**config.mk**
```make
export PLATFORM = sky130hd
export DESIGN_NAME = plu_queue
export DESIGN_NICKNAME = d
export VERILOG_FILES = /design/src/rtl/plu_pkg.sv /design/src/rtl/plu_queue.sv
export SDC_FILE = /design/constraint.sdc
export NUM_CORES = 1
export LEC_CHECK = 0
export BUFFER_PORTS_ARGS = -buffer_cell sky130_fd_sc_hd__buf_2
export CELL_PAD_IN_SITES_DETAIL_PLACEMENT = 0
export CELL_PAD_IN_SITES_GLOBAL_PLACEMENT = 1
export CORE_UTILIZATION = 36
export DETAILED_ROUTE_END_ITERATION = 10
export GPL_TIMING_DRIVEN = 0
export PLACE_DENSITY = 0.68
export SYNTH_ARGS = -nofsm -noshare
export SYNTH_HDL_FRONTEND = slang
export SYNTH_SLANG_ARGS = --single-unit
```
**constraint.sdc**
```tcl
create_clock -name clk -period 1.4 [get_ports clk]
set_input_delay 0.07 -clock clk [delete_from_list [all_inputs] [get_ports clk]]
set_output_delay 0.07 -clock clk [all_outputs]
set_load 0.01 [all_outputs]
```
**src/rtl/plu_pkg.sv**
```systemverilog
// Shared widths, codes and types of the price ladder lookup unit.
`default_nettype none
package plu_pkg;

  localparam int OP_W        = 2;
  localparam int IDX_IN_W    = 12;
  localparam int PRICE_IO_W  = 32;
  localparam int IDX_OUT_W   = 10;
  localparam int STATUS_W    = 2;
  localparam int CNT_W       = 11;
  localparam int QUEUE_DEPTH = 2;

  typedef enum logic [OP_W-1:0] {
    OP_WRITE    = 2'd0,
    OP_TO_INDEX = 2'd1,
    OP_TO_PRICE = 2'd2,
    OP_TICK     = 2'd3
  } opcode_t;

  localparam logic [STATUS_W-1:0] ST_OK    = 2'd0;
  localparam logic [STATUS_W-1:0] ST_MISS  = 2'd1;
  localparam logic [STATUS_W-1:0] ST_SHORT = 2'd2;

  // Work handed from the front end to the sequencer.
  typedef enum logic [2:0] {
    K_DONE,
    K_WRITE,
    K_READ,
    K_STEP,
    K_SEARCH
  } kind_t;

  typedef struct packed {
    kind_t                kind;
    logic                 strict;
    logic [STATUS_W-1:0]  status;
  } cmd_ctl_t;

  typedef enum logic [2:0] {
    B_IDLE,
    B_READ,
    B_STEP1,
    B_STEP2,
    B_CHK0,
    B_CHKHI,
    B_CHKMID
  } bstate_t;

endpackage
`default_nettype wire

```
**src/rtl/plu_queue.sv**
```systemverilog
// Small FIFO between the front end and the sequencer.
`default_nettype none
module plu_queue #(
  parameter int DW = 8
) (
  input  logic          clk,
  input  logic          rst,
  input  logic          push_valid,
  output logic          push_ready,
  input  logic [DW-1:0] push_data,
  output logic          pop_valid,
  input  logic          pop_ready,
  output logic [DW-1:0] pop_data
);

  localparam int PTR_W = (plu_pkg::QUEUE_DEPTH > 1) ? $clog2(plu_pkg::QUEUE_DEPTH) : 1;
  localparam int CNT_QW = $clog2(plu_pkg::QUEUE_DEPTH + 1);
  localparam logic [PTR_W-1:0]  LAST_PTR = PTR_W'(plu_pkg::QUEUE_DEPTH - 1);
  localparam logic [CNT_QW-1:0] FULL_CNT = CNT_QW'(plu_pkg::QUEUE_DEPTH);

  logic [DW-1:0]     buf_q [plu_pkg::QUEUE_DEPTH];
  logic [PTR_W-1:0]  wptr;
  logic [PTR_W-1:0]  rptr;
  logic [CNT_QW-1:0] count;
  logic              push;
  logic              pop;

  assign push_ready = (count != FULL_CNT);
  assign pop_valid  = (count != '0);
  assign push       = push_valid && push_ready;
  assign pop        = pop_valid && pop_ready;
  assign pop_data   = buf_q[rptr];

  always_ff @(posedge clk) begin
    if (rst) begin
      wptr  <= '0;
      rptr  <= '0;
      count <= '0;
    end else begin
      if (push) begin
        wptr <= (wptr == LAST_PTR) ? '0 : wptr + PTR_W'(1);
      end
      if (pop) begin
        rptr <= (rptr == LAST_PTR) ? '0 : rptr + PTR_W'(1);
      end
      if (push && !pop) begin
        count <= count + CNT_QW'(1);
      end else if (pop && !push) begin
        count <= count - CNT_QW'(1);
      end
    end
  end

  always_ff @(posedge clk) begin
    if (push) begin
      buf_q[wptr] <= push_data;
    end
  end

endmodule
`default_nettype wire

```
==> results.toml <==
[cells_and_area]
layout-drive-gt1-share_pct = 55.3
finalNonFillerCells = 112
nNetsFinal = 99
syn2layout_area_growth_pct = 39.0
num_antenna_cells = 0

[worst_setup_path]
r2r-end = "count[1]"
critPathLaunchType = "register"
worstSetupPathType = "reg2reg"
critical_path.max_stage_delay_ns = 0.38
reg2reg_from = "count[0]"
cp.arrival_ns = 1.74
path_cells = "nand2b_4, and2_4, ha_4, xor2_2, or3_1, a21oi_2"
cp-end-kind = "register"
crit_slowest_cell = "dfxtp_4"
worst_ep_required_time_ns = 1.65
cp_max_fo = 4
regToRegSetupSlack_ns = -0.09
worst-r2r-cell-count = 6

[cts]
cts_made_buffers = 3
cts_tree = "done"
h-tree-depth = 1
clock_sinks = 21
clock_latency_ns = 0.31
cts-root-buf = "clkbuf_4"
path_clk_slew_ns = 0.11
clockBufferDepth = 2

[global_route]
antenna_found_initial = 0
met2_usage_pct = 21.2
use_met3_pct = 2.80
grt_pass1_vias = 526
grt_overflow = 0
grt_pass1_wl_mm = 2.19
grt_start_max_net_pins = 13
use_met1_pct = 14.6
grt_use_total_pct = 12.4
grt_busiest_layer = "met2"

[pwr]
p_per_area_nw_per_um2 = 1620
ir_drop_uv = 816
totalPowerFinal_uw = 1810
leakage_uw = 0.000443

[route]
dr.first_iter.drc_count = 10
dr.pass1.iters = 3
wl_per_cell_um = 11.4
vias = 516
routed_wl_mm = 1.27
drcViolationCount = 0
viasPerCell = 4.61
ant_nets = 0

[placement]
placed_cells = 97
portBuffers = 21
dp_hpwl_um = 836
dp_slack_ns = -0.0669
place.gp.congestion = 0.708

[yosys]
ys_warn_count = 0
synth-seq-area-share_pct = 72.0
ys_ff_latch = 21
syn_area_um2 = 806
synth_edf_count = 16
ys.flop_type = "edfxtp_1"
synth_compound_area_share_pct = 3.73
syn_nets = 62
synthCells = 49
synth.most_common_cell = "edfxtp_1"
synth_top_cells_by_count = "edfxtp_1, mux2_2, dfxtp_1, nor2_1, xor2_1"
synth_top_family_by_area = "multiplexers"
yosysUniqueCellTypes = 17
synthMuxAreaShare_pct = 11.2
synthXorXnorAreaFrac_pct = 3.26
netlist_top_cells_area = "edfxtp_1, dfxtp_1, mux2_2"
yosys.area_share.simple_pct = 7.14
yosys.area_share.adder_pct = 1.55
synth.largest_area_cell = "edfxtp_1"
syn_area_per_cell_um2 = 16.4
ys_async_sr_fraction_pct = 0
synth_top_area_share_pct = 59.6

[timing]
setup_viol = 1
max_slew_margin_pct = 79.0
finClkSkew_ns = 0.00574
min_period_over_period_pct = 106
drv_slew = 0
max_freq_mhz = 671
fin_ws_ns = -0.0897
hold_viol = 0
worstMarginPinSlew_ns = 0.315
rsz0062_at_grt = "yes"
min_period_ns = 1.49

[min_path]
hold_depth = 3
holdCritStartpoint = "push_valid"
holdPathEnd = "wptr"
min_path_type = "in2reg"

[floorplanning]
die_area_um2 = 2430
die_width_um = 49.3
start_util_pct = 39.5
die_y_um = 49.3
core_um2 = 2040
rows = 16
io_pins = 22

[outcome]
violations = "negative setup slack"
status = "finished with violations"

[flow_run]
maxCapViolCount = 0
-- state kept, by name, indices dropped and copies added (netlist names), named ones only --
register,flops
count,2
wptr,1
rptr,1
buf_q,16
-- worst max path at each step --
stage / to / depth (start not counted) / startpoint
after floorplan: count[1] / 6 / count[0]
after global placement: count[1] / 4 / count[1]
after detailed placement: count[1] / 4 / count[1]
after CTS: count[1] / 6 / count[0]
after global routing: count[1] / 6 / count[0]
final: count[1] / 6 / count[0]
-- placed cells by master, fill, tap and decap left out, types with 2 or more instances in the layout --
cell,count
dlygate4sd3_1,9
xor2_1,2
edfxtp_1,16
dfxtp_1,3
buf_4,2
mux2_2,8
clkbuf_4,3
buf_2,21
nor2_1,3
-- power breakdown --
group          leakage, uW  internal [uW]  switching, uW
clock            0.0000177            107            181
combinational     0.000233            361            302
sequential        0.000192            801           58.1
total             0.000443           1270            541
-- worst max-delay path, delay by kind of cell (launching register included) --
kind | cells | cell delay, ns
compound gates | 1 | 0.15
fa+ha+maj | 1 | 0.15
flops | 1 | 0.38
simple gates | 3 | 0.63
xor+xnor | 1 | 0.13
-- repair_timing --
item	4_1_cts	5_1_grt
hold endpoints to repair	21	0
pin swaps	1	0
gates resized for setup	4	4
setup endpoints to repair	9	13
setup buffers	2	0
hold buffers	9	0
-- kinds of logic after synthesis --
logic type,count (synthesis)
buffers and inverters,2
multiplexers,8
XOR/XNOR,3
flip-flops,21
AND/OR/NAND/NOR,9
AO/OA/AOI/OAI,5
adder cells (fa/ha/maj),1
-- final cells by class --
cell class / count / area (um2)
Buffer: 1 / 11.3
Fill cell: 190 / 922
Timing Repair Buffer: 32 / 210
Tap cell: 27 / 33.8
Sequential cell: 21 / 586
Inverter: 1 / 3.75
Clock inverter: 1 / 5.00
Clock buffer: 3 / 22.5
Multi-Input combinational cell: 26 / 248
-- layer usage --
layer / vias to the layer above / part of all wire (%)
met3: 5 / 5.1
li1: 252 / -
met4: 0 / 3.1
met5: - / 0
met2: 16 / 50
met1: 243 / 42
-- stage by stage --
stage | TNS, ns | hold WS (ns) | area [um2] | util, %
global placement | -0.0495 | 0.258 | 961 | 47.1
floorplan | 0 | 0.135 | 822 | -
global route | -0.131 | 0.0899 | 1120 | 54.8
finish | -0.0897 | 0.0845 | 1120 | 54.8
CTS | -0.0560 | 0.0785 | 1100 | 54.0
detailed placement | -0.0669 | 0.262 | 961 | 47.1
(Power assumes the default switching activity.)
