<file path="config.mk">
export PLATFORM = sky130hd
export DESIGN_NAME = plu_front_flat
export DESIGN_NICKNAME = d
export VERILOG_FILES = /design/src/rtl/plu_pkg.sv /design/src/rtl/plu_if.sv /design/src/rtl/plu_front.sv /design/src/flat_wrapper.sv
export SDC_FILE = /design/constraint.sdc
export NUM_CORES = 1
export LEC_CHECK = 0
export ABC_AREA = 1
export BUFFER_PORTS_ARGS = -buffer_cell sky130_fd_sc_hd__buf_2
export CAP_MARGIN = 10
export CORE_MARGIN = 10
export CORE_UTILIZATION = 48
export DETAILED_ROUTE_END_ITERATION = 10
export GPL_TIMING_DRIVEN = 0
export PLACE_DENSITY = 0.82
export SYNTH_ARGS = -nofsm -noshare
export SYNTH_HDL_FRONTEND = slang
export SYNTH_SLANG_ARGS = --single-unit
</file>
<file path="constraint.sdc">
create_clock -name clk -period 4.54 [get_ports clk]
set_input_delay 0.681 -clock clk [delete_from_list [all_inputs] [get_ports clk]]
set_output_delay 0.681 -clock clk [all_outputs]
set_load 0.05 [all_outputs]
</file>
<file path="src/rtl/plu_pkg.sv">
// Shared widths, codes and types of the price ladder lookup unit.
`default_nettype none
package plu_pkg;

  localparam int OP_W        = 2;
  localparam int IDX_IN_W    = 12;
  localparam int PRICE_IO_W  = 32;
  localparam int IDX_OUT_W   = 10;
  localparam int STATUS_W    = 2;
  localparam int CNT_W       = 11;
  localparam int QUEUE_DEPTH = 2;

  typedef enum logic [OP_W-1:0] {
    OP_WRITE    = 2'd0,
    OP_TO_INDEX = 2'd1,
    OP_TO_PRICE = 2'd2,
    OP_TICK     = 2'd3
  } opcode_t;

  localparam logic [STATUS_W-1:0] ST_OK    = 2'd0;
  localparam logic [STATUS_W-1:0] ST_MISS  = 2'd1;
  localparam logic [STATUS_W-1:0] ST_SHORT = 2'd2;

  // Work handed from the front end to the sequencer.
  typedef enum logic [2:0] {
    K_DONE,
    K_WRITE,
    K_READ,
    K_STEP,
    K_SEARCH
  } kind_t;

  typedef struct packed {
    kind_t                kind;
    logic                 strict;
    logic [STATUS_W-1:0]  status;
  } cmd_ctl_t;

  typedef enum logic [2:0] {
    B_IDLE,
    B_READ,
    B_STEP1,
    B_STEP2,
    B_CHK0,
    B_CHKHI,
    B_CHKMID
  } bstate_t;

endpackage
`default_nettype wire

</file>
<file path="src/rtl/plu_if.sv">
// Request and response channel interfaces of the price ladder lookup unit.
`default_nettype none
interface plu_in_if;
  logic                                valid;
  logic                                ready;
  logic [plu_pkg::OP_W-1:0]            opcode;
  logic signed [plu_pkg::IDX_IN_W-1:0] index_in;
  logic [plu_pkg::PRICE_IO_W-1:0]      price_in;
  logic                                strict;

  modport source (output valid, opcode, index_in, price_in, strict, input ready);
  modport sink   (input valid, opcode, index_in, price_in, strict, output ready);
endinterface

`default_nettype wire

</file>
<file path="src/rtl/plu_front.sv">
// Front end: entry count register, request decode and address clamping.
`default_nettype none
module plu_front #(
  parameter int LADDER_DEPTH = 1024,
  parameter int PRICE_BITS   = 32
) (
  input  logic                               clk,
  input  logic                               rst,
  input  logic                               cfg_we,
  input  logic [plu_pkg::CNT_W-1:0]          cfg_wdata,
  plu_in_if.sink                             req,
  output logic                               cmd_valid,
  input  logic                               cmd_ready,
  output plu_pkg::cmd_ctl_t                  cmd_ctl,
  output logic [$clog2(LADDER_DEPTH)-1:0]    cmd_addr,
  output logic [PRICE_BITS-1:0]              cmd_price
);

  localparam int IW = $clog2(LADDER_DEPTH);
  localparam int NW = $clog2(LADDER_DEPTH + 1);
  localparam int MW = (NW > plu_pkg::CNT_W) ? NW : plu_pkg::CNT_W;
  localparam int SW = ((MW > plu_pkg::IDX_IN_W) ? MW : plu_pkg::IDX_IN_W) + 1;

  logic [plu_pkg::CNT_W-1:0]              entry_count;
  logic [MW-1:0]                          ec_w;
  logic [MW-1:0]                          depth_w;
  logic [MW-1:0]                          n_w;
  logic signed [SW-1:0]                   idx_s;
  logic signed [SW-1:0]                   n_s;
  logic signed [SW-1:0]                   nm1_s;
  logic signed [SW-1:0]                   nm2_s;
  logic signed [SW-1:0]                   depth_s;
  logic                                   idx_neg;
  logic [PRICE_BITS+plu_pkg::PRICE_IO_W-1:0] px_ext;

  always_ff @(posedge clk) begin
    if (rst) begin
      entry_count <= '0;
    end else if (cfg_we) begin
      entry_count <= cfg_wdata;
    end
  end

  assign ec_w    = MW'(entry_count);
  assign depth_w = MW'(LADDER_DEPTH);
  assign n_w     = (ec_w < depth_w) ? ec_w : depth_w;
  assign idx_s   = SW'(req.index_in);
  assign idx_neg = idx_s[SW-1];
  assign n_s     = SW'(n_w);
  assign nm1_s   = n_s - SW'(1);
  assign nm2_s   = n_s - SW'(2);
  assign depth_s = SW'(LADDER_DEPTH);
  assign px_ext  = {{PRICE_BITS{1'b0}}, req.price_in};

  assign cmd_valid = req.valid;
  assign req.ready = cmd_ready;

  always_comb begin
    cmd_ctl.kind   = plu_pkg::K_DONE;
    cmd_ctl.strict = req.strict;
    cmd_ctl.status = plu_pkg::ST_OK;
    cmd_addr       = '0;
    cmd_price      = px_ext[PRICE_BITS-1:0];
    unique case (plu_pkg::opcode_t'(req.opcode))
      plu_pkg::OP_WRITE: begin
        if (!idx_neg && idx_s < depth_s) begin
          cmd_ctl.kind = plu_pkg::K_WRITE;
          cmd_addr     = idx_s[IW-1:0];
        end else if (req.strict) begin
          cmd_ctl.status = plu_pkg::ST_MISS;
        end
      end
      plu_pkg::OP_TO_INDEX: begin
        if (n_w == '0) begin
          cmd_ctl.status = plu_pkg::ST_SHORT;
        end else begin
          cmd_ctl.kind = plu_pkg::K_SEARCH;
          cmd_addr     = nm1_s[IW-1:0];
        end
      end
      plu_pkg::OP_TO_PRICE: begin
        if (n_w == '0) begin
          cmd_ctl.status = plu_pkg::ST_SHORT;
        end else if (req.strict) begin
          if (!idx_neg && idx_s < n_s) begin
            cmd_ctl.kind = plu_pkg::K_READ;
            cmd_addr     = idx_s[IW-1:0];
          end else begin
            cmd_ctl.status = plu_pkg::ST_MISS;
          end
        end else begin
          cmd_ctl.kind = plu_pkg::K_READ;
          if (idx_s >= nm1_s) begin
            cmd_addr = nm1_s[IW-1:0];
          end else if (idx_neg) begin
            cmd_addr = '0;
          end else begin
            cmd_addr = idx_s[IW-1:0];
          end
        end
      end
      plu_pkg::OP_TICK: begin
        if (n_w < MW'(2)) begin
          cmd_ctl.status = plu_pkg::ST_SHORT;
        end else begin
          cmd_ctl.kind = plu_pkg::K_STEP;
          if (idx_s >= nm1_s) begin
            cmd_addr = nm2_s[IW-1:0];
          end else if (idx_neg || idx_s == '0) begin
            cmd_addr = '0;
          end else begin
            cmd_addr = idx_s[IW-1:0];
          end
        end
      end
    endcase
  end

endmodule
`default_nettype wire

</file>
<file path="src/flat_wrapper.sv">
// flat-port wrapper written by rule: the top's interface ports become plain ports
module plu_front_flat 
#(
  parameter int LADDER_DEPTH = 1024,
  parameter int PRICE_BITS   = 32
)
  (clk, rst, cfg_we, cfg_wdata, cmd_valid, cmd_ready, cmd_ctl, cmd_addr, cmd_price, req_valid, req_opcode, req_index_in, req_price_in, req_strict, req_ready);
  plu_in_if req_i ();
  input  logic clk;
  input  logic rst;
  input  logic cfg_we;
  input  logic [plu_pkg::CNT_W-1:0] cfg_wdata;
  output logic cmd_valid;
  input  logic cmd_ready;
  output plu_pkg::cmd_ctl_t cmd_ctl;
  output logic [$clog2(LADDER_DEPTH)-1:0] cmd_addr;
  output logic [PRICE_BITS-1:0] cmd_price;
  input wire logic [$bits(req_i.valid)-1:0] req_valid;
  input wire logic [$bits(req_i.opcode)-1:0] req_opcode;
  input wire logic [$bits(req_i.index_in)-1:0] req_index_in;
  input wire logic [$bits(req_i.price_in)-1:0] req_price_in;
  input wire logic [$bits(req_i.strict)-1:0] req_strict;
  output wire logic [$bits(req_i.ready)-1:0] req_ready;
  assign req_i.valid = req_valid;
  assign req_i.opcode = req_opcode;
  assign req_i.index_in = req_index_in;
  assign req_i.price_in = req_price_in;
  assign req_i.strict = req_strict;
  assign req_ready = req_i.ready;
  plu_front #(.LADDER_DEPTH(LADDER_DEPTH), .PRICE_BITS(PRICE_BITS)) u_core (.clk(clk), .rst(rst), .cfg_we(cfg_we), .cfg_wdata(cfg_wdata), .req(req_i), .cmd_valid(cmd_valid), .cmd_ready(cmd_ready), .cmd_ctl(cmd_ctl), .cmd_addr(cmd_addr), .cmd_price(cmd_price));
endmodule
</file>
==> results of run 1 <==
==> metal layers <==
metal | vias to the layer above | wire length (um) | track usage (%)
met5 | - | 0 | 0
met4 | 0 | 242 | 7.05
met3 | 26 | 664 | 3.24
met2 | 113 | 3770 | 31.7
met1 | 1197 | 3060 | 19.5
li1 | 1489 | - | -
==> final timing paths <==
path              slack (ps)               to  cells past startpoint
setup / recovery         290      cmd_addr[8]                     21
hold reg to reg          470   u_core.ec_w[8]                      2
hold / removal           470   u_core.ec_w[8]                      2
setup reg to reg        3730  u_core.ec_w[10]                      2
==> power breakdown <==
part	internal, mW	switching (mW)
combinational	0.181	0.382
clock	0.0616	0.0361
sequential	0.103	0.00428
total	0.346	0.423
==> cell usage after synthesis (all sizes together) <==
| cell | count |
|---|---|
| a211oi | 6 |
| a21o | 1 |
| a21oi | 18 |
| buf | 39 |
| clkbuf | 7 |
| clkinv | 1 |
| dfxtp | 11 |
| ha | 26 |
| inv | 50 |
| nand2 | 143 |
| nand3 | 27 |
| nand3b | 1 |
| nand4 | 16 |
| nor2 | 54 |
| nor3 | 3 |
| nor3b | 1 |
| nor4 | 1 |
| o211ai | 1 |
| o21a | 1 |
| o21ai | 4 |
| o22ai | 1 |
| or2 | 4 |
| xnor2 | 3 |
| xor2 | 6 |
==> what timing repair did <==
action | CTS | global route
gates resized for setup | 0 | 20
setup endpoints to repair | 0 | 10
hold buffers | 0 | 0
setup buffers | 0 | 2
==> cell families after synthesis <==
| group | count (synthesis) | share of synthesized area, % |
|---|---|---|
| and+or+nand+nor | 250 | 45.3 |
| buffers and inverters | 97 | 21.3 |
| AOI/OAI and AO/OA | 32 | 7.62 |
| adders and majority gates | 26 | 13.5 |
| DFF | 11 | 9.12 |
| xor gates and xnor gates | 9 | 3.27 |
==> worst register-to-register path: stages, from the launching register on <==
cell and delay (ps):
dfxtp_2 410, inv_4 100, a211oi_1 220
==> cell type report <==
cell class	count	area, um2
buffer	46	330
clock buffer	4	45.0
sequential	11	221
timing repair buffer	80	408
fill	488	1790
tap	67	83.8
multi-input combinational	317	1710
inverter	51	194
==> layout by cell type, fill, tap and decap left out, drive strengths merged <==
| cell type | n |
|---|---|
| nand2 | 143 |
| buf | 118 |
| nor2 | 54 |
| inv | 50 |
| nand3 | 27 |
| ha | 26 |
| a21oi | 18 |
| nand4 | 16 |
| clkbuf | 12 |
| dfxtp | 11 |
| xor2 | 6 |
| a211oi | 6 |
| o21ai | 4 |
| or2 | 4 |
| nor3 | 3 |
| xnor2 | 3 |
| nor4 | 1 |
| nand3b | 1 |
| a21o | 1 |
| nor3b | 1 |
| o21a | 1 |
| o211ai | 1 |
| clkinv | 1 |
| o22ai | 1 |
==> impl_metrics.env, run 1 <==
export IMPL_outcome="finished clean"
export IMPL_stdcell_area_mm2=0.00300
export IMPL_clock_skew_ps=0
export IMPL_cts_buffers=3
export IMPL_cts_tree="built"
export IMPL_dp_cells=570
export IMPL_clkTransAtPathRegs_ps=50
export IMPL_grt_ovfl_total=0
export IMPL_initial_core_util_pct=50.4
export IMPL_largest_reg_flops=11
export IMPL_yosys_warnings=0
export IMPL_critical_path_top_delay_family="simple AND/OR/NAND/NOR gates"
export IMPL_yosys_area_top_type="nand2_1"
export IMPL_cp_slowest_stage_delay_ps=360
export IMPL_clock_latency_ps=240
export IMPL_dp_slack_ps=271
export IMPL_postRouteAntennaNets=0
export IMPL_die_y_um=90.9
export IMPL_cts_sinks=11
export IMPL_worst_slew_pin_slew_ps=556
export IMPL_netlist_instances=425
export IMPL_diodes=0
export IMPL_setup_tns_ps=0
export IMPL_path_buf_inv=6
export IMPL_period_share_pct=93.5
export IMPL_worst_setup_path_type="reg2out"
export IMPL_yosysSeqAreaShare_pct=9.12
export IMPL_leakage_nw=1.75
export IMPL_dpl_cell_area_mm2=0.00289
export IMPL_wl_per_cell_um=13.4
export IMPL_ios=113
export IMPL_drc=0
export IMPL_core_mm2=0.00479
export IMPL_grt_max_degree=11
export IMPL_grt_antenna_before_repair=0
export IMPL_crit_path_start_kind="register"
export IMPL_dr_pass1_iters=6
export IMPL_drt_iter0_drc=182
export IMPL_via_per_inst=4.90
export IMPL_fin_util_pct=62.6
export IMPL_timing_hold_ws_ps=469
export IMPL_ys_ff_latch=11
export IMPL_dp_hpwl_um=6300
export IMPL_die_area_mm2=0.00826
export IMPL_rr_startpoint="u_core.ec_w[10]"
export IMPL_period_needed_ps=4250
export IMPL_ys_types=31
export IMPL_synth_top_area_share_pct=21.5
export IMPL_drv_cap=0
export IMPL_startpoint="u_core.ec_w[10]"
export IMPL_cp_required_ps=3860
export IMPL_die_w_um=90.9
export IMPL_min_from="u_core.ec_w[8]"
export IMPL_syn_avg_cell_area_um2=5.68
export IMPL_htree_levels=1
export IMPL_grt_use_total_pct=17.5
export IMPL_fin_cells=576
export IMPL_clock_root_buffer="clkbuf_8"
export IMPL_slew_violations=0
export IMPL_synth_area_mm2=0.00241
export IMPL_synth_top_cells_by_area="nand2_1 (21%), ha_1 (13%), buf_4 (11%), dfxtp_1 (9.1%), nor2_1 (7.9%)"
export IMPL_hold_viol_final=0
export IMPL_totalWireLength_um=7730
export IMPL_syn2layout_area_growth_pct=24.1
export IMPL_max_vdd_ir_drop_mv=0.224
export IMPL_slew_headroom_pct=63.0
export IMPL_first_global_vias=2742
export IMPL_cts_path_max_buffers=2
export IMPL_nets=599
export IMPL_port_buffer_count=78
export IMPL_routed_via_count=2825
export IMPL_path_cells="inv_4 -> nand2_4 -> ha_1 -> nand2_2 -> inv_1 -> nor2_1 -> xnor2_1 -> inv_1 -> ha_1 -> a21oi_1 -> nand2_1 -> nand2_1 -> nand4_1 -> nand3_4 -> clkbuf_4 -> nand2_1 -> nand3_1 -> nand2_1 -> inv_1 -> nand3_1 -> clkbuf_4"
export IMPL_grt_pass1_wl_um=12400
export IMPL_core_rowCount=25
export IMPL_drive_gt1_share_pct=29.1
export IMPL_finalSetupViolCount=0
export IMPL_cp_max_fo=10
export IMPL_final_setup_worst_slack_ps=293
export IMPL_critPathSlowestCell="dfxtp_2"
export IMPL_gp_congestion=0.925
export IMPL_fmax_ghz=0.235
export IMPL_hp_class="reg2reg"
export IMPL_arrival_ps=3570
export IMPL_p_total_uw=768
export IMPL_p_per_area_mw_per_mm2=257
export IMPL_cpMostUsedCell="nand2_1"
export IMPL_syn_nets=514
export IMPL_crit_path_end_kind="primary output"
(Power assumes the default switching activity.)
==> run 2, diff against run 1 <==
HOLD_SLACK_MARGIN = 0.12   (was unset)
PLACE_DENSITY = 0.83   (was 0.82)
==> run 2 against run 1 <==
Net effect:
- critical endpoint unchanged
- flip-flop and latch count unchanged
- maximum frequency down 1.7%
- wire length fell by 0.35%
- utilization is 0.21 points higher
- hold slack better by 1.3 ps
- non-clock buffer count rose by 1
- sequential share of layout area barely moved
==> impl_metrics.env, run 2 (synthesized netlist as in run 1, its figures left out) <==
export IMPL_outcome="finished clean"
export IMPL_path_cells="nor2_1 -> inv_1 -> nand2_1 -> nor2_2 -> nand2_1 -> nor2_4 -> o21ai_0 -> ha_1 -> nand2_1 -> inv_1 -> nand2_1 -> nor2_1 -> nand2_1 -> nand4_1 -> nand3_4 -> clkbuf_4 -> nand2_1 -> nand3_1 -> nand2_1 -> nand3_1 -> clkbuf_4"
export IMPL_worst_setup_path_type="reg2out"
export IMPL_max_vdd_ir_drop_mv=0.231
export IMPL_cpMostUsedCell="nand2_1"
export IMPL_nets=600
export IMPL_reg2reg_to="u_core.ec_w[10]"
export IMPL_initial_core_util_pct=50.4
export IMPL_clock_root_buffer="clkbuf_8"
export IMPL_fmax_ghz=0.231
export IMPL_die_area_mm2=0.00826
export IMPL_grt_max_degree=11
export IMPL_syn2layout_area_growth_pct=24.5
export IMPL_p_sw_share_pct=54.6
export IMPL_slew_headroom_pct=62.8
export IMPL_setup_tns_ps=0
export IMPL_grt_util_met3_pct=2.49
export IMPL_busiest_layer="met2"
export IMPL_routed_via_count=2879
export IMPL_hp_class="reg2reg"
export IMPL_critPathSlowestCell="dfxtp_2"
export IMPL_arrival_ps=3640
export IMPL_largest_reg_flops=11
export IMPL_gr_usage_met1_pct=19.7
export IMPL_p_per_area_mw_per_mm2=256
export IMPL_die_y_um=90.9
export IMPL_htree_levels=1
export IMPL_via_per_inst=4.99
export IMPL_finalSetupViolCount=0
export IMPL_crit_path_start_kind="register"
export IMPL_diodes=0
export IMPL_dr_pass1_iters=5
export IMPL_grt_use_total_pct=17.4
export IMPL_core_rowCount=25
export IMPL_final_common_cell="nand2_1"
export IMPL_postRouteAntennaNets=0
export IMPL_pwr_share_comb_pct=73.9
export IMPL_period_needed_ps=4320
export IMPL_whs_path_depth=2
export IMPL_die_w_um=90.9
export IMPL_ff2ff_setup_slack_ps=3740
export IMPL_drc=0
export IMPL_cts_buffers=3
export IMPL_rsz0062_at_grt="no"
export IMPL_period_share_pct=95.2
export IMPL_final_cell_mix="nand2_1 (136), buf_2 (73), nor2_1 (51)"
export IMPL_worst_slew_pin_slew_ps=557
export IMPL_min_from="u_core.ec_w[3]"
export IMPL_cp_slowest_stage_delay_ps=360
export IMPL_leakage_nw=1.76
export IMPL_cp_max_fo=10
export IMPL_grt_ovfl_total=0
export IMPL_dp_hpwl_um=6350
export IMPL_drt_iter0_drc=166
export IMPL_drv_cap=0
export IMPL_cts_path_max_buffers=2
export IMPL_hold_viol_final=0
export IMPL_totalWireLength_um=7700
export IMPL_final_setup_worst_slack_ps=218
export IMPL_slew_violations=0
export IMPL_first_global_vias=2845
export IMPL_dp_slack_ps=244
export IMPL_ff2ff_path_depth=2
export IMPL_port_buffer_count=78
export IMPL_grt_antenna_before_repair=0
export IMPL_gp_congestion=0.928
export IMPL_clock_latency_ps=230
export IMPL_clkTransAtPathRegs_ps=50
export IMPL_grtUsageMet2_pct=33.1
export IMPL_cts_sinks=11
export IMPL_rr_startpoint="u_core.ec_w[10]"
export IMPL_switchingPower_uw=420
export IMPL_core_mm2=0.00479
export IMPL_grt_pass1_wl_um=12600
export IMPL_ios=113
export IMPL_filler_cell_count=501
export IMPL_hold_path_end="u_core.ec_w[3]"
export IMPL_crit_path_end_kind="primary output"
export IMPL_cts_tree="built"
export IMPL_drive_gt1_share_pct=29.0
export IMPL_clock_skew_ps=0
export IMPL_cp_required_ps=3860
export IMPL_clockPowerShare_pct=12.2
export IMPL_wl_per_cell_um=13.3
export IMPL_p_int_uw=350
export IMPL_seqPwrFrac_pct=13.9
## run 2: changes by cell type in the layout (fill, tap and decap cells not counted)
cell      change
clkbuf_2      +2
buf_2         -6
clkbuf_4      +4
nor2_4        -1
buf_4         +1
nor2_1        +1
## run 2: what timing repair did
action,CTS,global route
hold buffers,0,0
buffers inserted,0,3
pin swaps,0,2
setup endpoints to repair,1,10
gates cloned,0,0
endpoints found under the hold margin,0,0
resized for setup,4,14
## run 2: through the flow
stage	utilization [%]	std cells	power (mW)	instance area (um2)	hold slack [ps]
floorplan	-	425	0.526	2410	434
global placement	60.3	570	0.639	2890	453
detailed placement	60.3	570	0.648	2890	459
CTS	61.6	574	0.748	2950	467
global route	62.8	577	0.838	3010	507
finish	62.8	577	0.770	3010	470
## run 2: final cells by class
type | instances | area, um2 | share of cell area [%]
Clock buffer | 4 | 45.0 | 1.50
Sequential cell | 11 | 221 | 7.37
Timing Repair Buffer | 81 | 428 | 14.2
Tap cell | 67 | 83.8 | 2.79
Inverter | 51 | 194 | 6.45
Buffer | 46 | 328 | 10.9
Multi-Input combinational cell | 317 | 1710 | 56.7
## run 2: routing by layer
| metal | vias up | part of all wire, % |
|---|---|---|
| met5 | - | 0 |
| met4 | 0 | 1.2 |
| met3 | 11 | 7.0 |
| met2 | 111 | 51 |
| met1 | 1268 | 40 |
| li1 | 1489 | - |
## run 2: how the worst max path moves through the flow
stage / cells past startpoint / from / end / slack, ps
after global placement: 21 / u_core.ec_w[10] / cmd_addr[8] / 310
after global routing: 24 / u_core.ec_w[10] / cmd_addr[5] / 10
after detailed placement: 21 / u_core.ec_w[10] / cmd_addr[8] / 240
after CTS: 20 / u_core.ec_w[10] / cmd_addr[8] / 40
final: 21 / u_core.ec_w[10] / cmd_addr[8] / 220
after floorplan: 20 / u_core.ec_w[10] / cmd_addr[1] / 790
## run 2: worst max-delay path, delay by kind of cell, from the launching register on
family | cells | cell delay [ps]
buffers and inverters | 4 | 680
adder cells (fa/ha/maj) | 1 | 290
AO/OA/AOI/OAI | 1 | 270
flip-flops | 1 | 360
AND/OR/NAND/NOR | 15 | 1790
## run 2: power by group through the flow
stage / Combinational [mW] / Sequential [mW] / Clock (mW)
after floorplan: 0.418 / 0.108 / 0
after global placement: 0.530 / 0.108 / 0
after detailed placement: 0.539 / 0.109 / 0
after CTS: 0.546 / 0.107 / 0.0955
after global routing: 0.627 / 0.108 / 0.102
final: 0.569 / 0.107 / 0.0938
==> run 3, diff against run 2 <==
SETUP_SLACK_MARGIN = 0.3   (was unset)
==> run 3 against run 2 <==
Net effect:
- critical path type unchanged
- sequential share of layout area down 0.075 points
- clock skew unchanged
- power is 2.6% higher
==> impl_metrics.env, run 3 (synthesized netlist as in run 1, its figures left out) <==
export IMPL_dr_pass1_iters=5
export IMPL_crit_cells=21
export IMPL_seqPwrFrac_pct=13.6
export IMPL_cts_path_max_buffers=2
export IMPL_timing_hold_ws_ps=475
export IMPL_outcome="finished clean"
export IMPL_nets=601
export IMPL_hold_viol_final=0
export IMPL_dp_slack_ps=244
export IMPL_cp_required_ps=3860
export IMPL_gp_congestion=0.928
export IMPL_slew_violations=0
export IMPL_rr_startpoint="u_core.ec_w[10]"
export IMPL_final_setup_worst_slack_ps=451
export IMPL_leakage_nw=1.77
export IMPL_ff2ff_setup_slack_ps=3770
export IMPL_via_per_inst=5.03
export IMPL_max_vdd_ir_drop_mv=0.228
export IMPL_grt_pass1_wl_um=12600
export IMPL_min_from="u_core.ec_w[5]"
export IMPL_wl_per_cell_um=13.5
export IMPL_die_y_um=90.9
export IMPL_hp_class="reg2reg"
export IMPL_finalSetupViolCount=0
export IMPL_first_global_vias=2843
export IMPL_endpoint="cmd_addr[8]"
export IMPL_crit_path_end_kind="primary output"
export IMPL_core_rowCount=25
export IMPL_busiest_layer="met2"
export IMPL_clock_root_buffer="clkbuf_8"
export IMPL_syn2layout_area_growth_pct=27.2
export IMPL_worst_slew_pin_slew_ps=584
export IMPL_cts_tree="built"
export IMPL_worst_setup_path_type="reg2out"
export IMPL_gr_usage_met1_pct=19.9
export IMPL_grtUsageMet2_pct=33.4
export IMPL_drv_cap=0
export IMPL_grt_use_total_pct=17.5
export IMPL_fmax_ghz=0.245
export IMPL_critPathSlowestCell="dfxtp_4"
export IMPL_ctsHoldBuffers=0
export IMPL_period_share_pct=90.1
export IMPL_p_per_area_mw_per_mm2=257
export IMPL_clock_skew_ps=0
export IMPL_dp_hpwl_um=6350
export IMPL_path_buf_inv=4
export IMPL_crit_path_start_kind="register"
export IMPL_cts_sinks=11
export IMPL_pwr_share_comb_pct=74.5
export IMPL_setup_tns_ps=0
export IMPL_p_sw_share_pct=54.1
export IMPL_die_w_um=90.9
export IMPL_postRouteAntennaNets=0
export IMPL_rsz0062_at_grt="no"
export IMPL_grt_max_degree=11
export IMPL_port_buffer_count=78
export IMPL_cp_max_fo=10
export IMPL_routed_via_count=2907
export IMPL_clock_latency_ps=230
export IMPL_clockPowerShare_pct=11.9
export IMPL_final_common_cell="nand2_1"
export IMPL_grt_ovfl_total=0
export IMPL_drt_iter0_drc=116
export IMPL_path_cells="nor2_2 -> inv_1 -> nand2_1 -> nor2_4 -> nand2_1 -> nor2_4 -> o21ai_0 -> ha_1 -> nand2_1 -> inv_1 -> nand2_1 -> nor2_1 -> nand2_1 -> nand4_1 -> nand3_4 -> buf_6 -> nand2_1 -> nand3_1 -> nand2_1 -> nand3_1 -> buf_4"
export IMPL_p_int_uw=363
export IMPL_drc=0
export IMPL_ios=113
export IMPL_htree_levels=1
export IMPL_totalWireLength_um=7780
export IMPL_grt_util_met3_pct=2.49
export IMPL_ff2ff_path_depth=2
export IMPL_die_area_mm2=0.00826
export IMPL_initial_core_util_pct=50.4
export IMPL_largest_reg_flops=11
export IMPL_final_cell_mix="nand2_1 (135), buf_2 (71), nor2_1 (49)"
export IMPL_startpoint="u_core.ec_w[10]"
export IMPL_clkTransAtPathRegs_ps=50
export IMPL_switchingPower_uw=427
export IMPL_diodes=0
export IMPL_period_needed_ps=4090
export IMPL_core_mm2=0.00479
export IMPL_critical_path_top_delay_family="simple AND/OR/NAND/NOR gates"
export IMPL_drive_gt1_share_pct=30.1
export IMPL_cpMostUsedCell="nand2_1"
export IMPL_cts_buffers=3
export IMPL_cp_slowest_stage_delay_ps=370
export IMPL_arrival_ps=3410
export IMPL_grt_antenna_before_repair=0
export IMPL_reg2reg_to="u_core.ec_w[10]"
export IMPL_slew_headroom_pct=61.0
export IMPL_fin_util_pct=64.2
==> run 3: repair_timing <==
item                                    in CTS  in global routing
gates resized for setup                      9                 35
endpoints found under the setup margin      10                 10
setup buffers                                1                  3
pin swaps                                    1                  4
==> run 3: power by group through the flow <==
stage | clock network, mW | logic, mW | registers, mW
6_report | 0.0938 | 0.589 | 0.107
5_1_grt | 0.102 | 0.647 | 0.108
4_1_cts | 0.0955 | 0.554 | 0.107
3_5_place_dp | 0 | 0.539 | 0.109
3_3_place_gp | 0 | 0.530 | 0.108
2_1_floorplan | 0 | 0.418 | 0.108
==> run 3: cell type report <==
| cell class | count | area (um2) |
|---|---|---|
| fillers | 481 | 1720 |
| repair buffers | 82 | 450 |
| inverters | 51 | 196 |
| plain buffers | 46 | 340 |
| clock buffers | 4 | 45.0 |
| flip-flops and latches | 11 | 224 |
| well taps | 67 | 83.8 |
| multi-input cells | 317 | 1730 |
==> run 3: metal layers <==
layer / part of all wire, % / up-vias / wire length, um
met4: 1.6 / 0 / 125
met3: 7.8 / 18 / 608
met1: 39 / 1271 / 3060
met5: 0 / - / 0
met2: 51 / 131 / 3990
li1: - / 1487 / -
==> run 3: worst min-delay path by stage <==
stage,cells after the start,endpoint,slack [ps]
4_1_cts,2,u_core.ec_w[4],470
6_report,2,u_core.ec_w[5],480
5_1_grt,2,u_core.ec_w[6],510
2_1_floorplan,2,u_core.ec_w[3],430
3_3_place_gp,2,u_core.ec_w[8],450
3_5_place_dp,2,u_core.ec_w[4],460
==> run 3: worst register-to-register path, delay by kind of cell, from the launching register on <==
| family | cells | cell delay (ps) |
|---|---|---|
| flops | 1 | 400 |
| compound gates | 1 | 210 |
| buf+inv | 1 | 70 |
==> run 3: metrics by stage <==
stage	instance area, um2	instances	power [mW]
6_report	3070	578	0.790
5_1_grt	3070	578	0.858
3_3_place_gp	2890	570	0.639
4_1_cts	2970	575	0.756
3_5_place_dp	2890	570	0.648
2_1_floorplan	2410	425	0.526
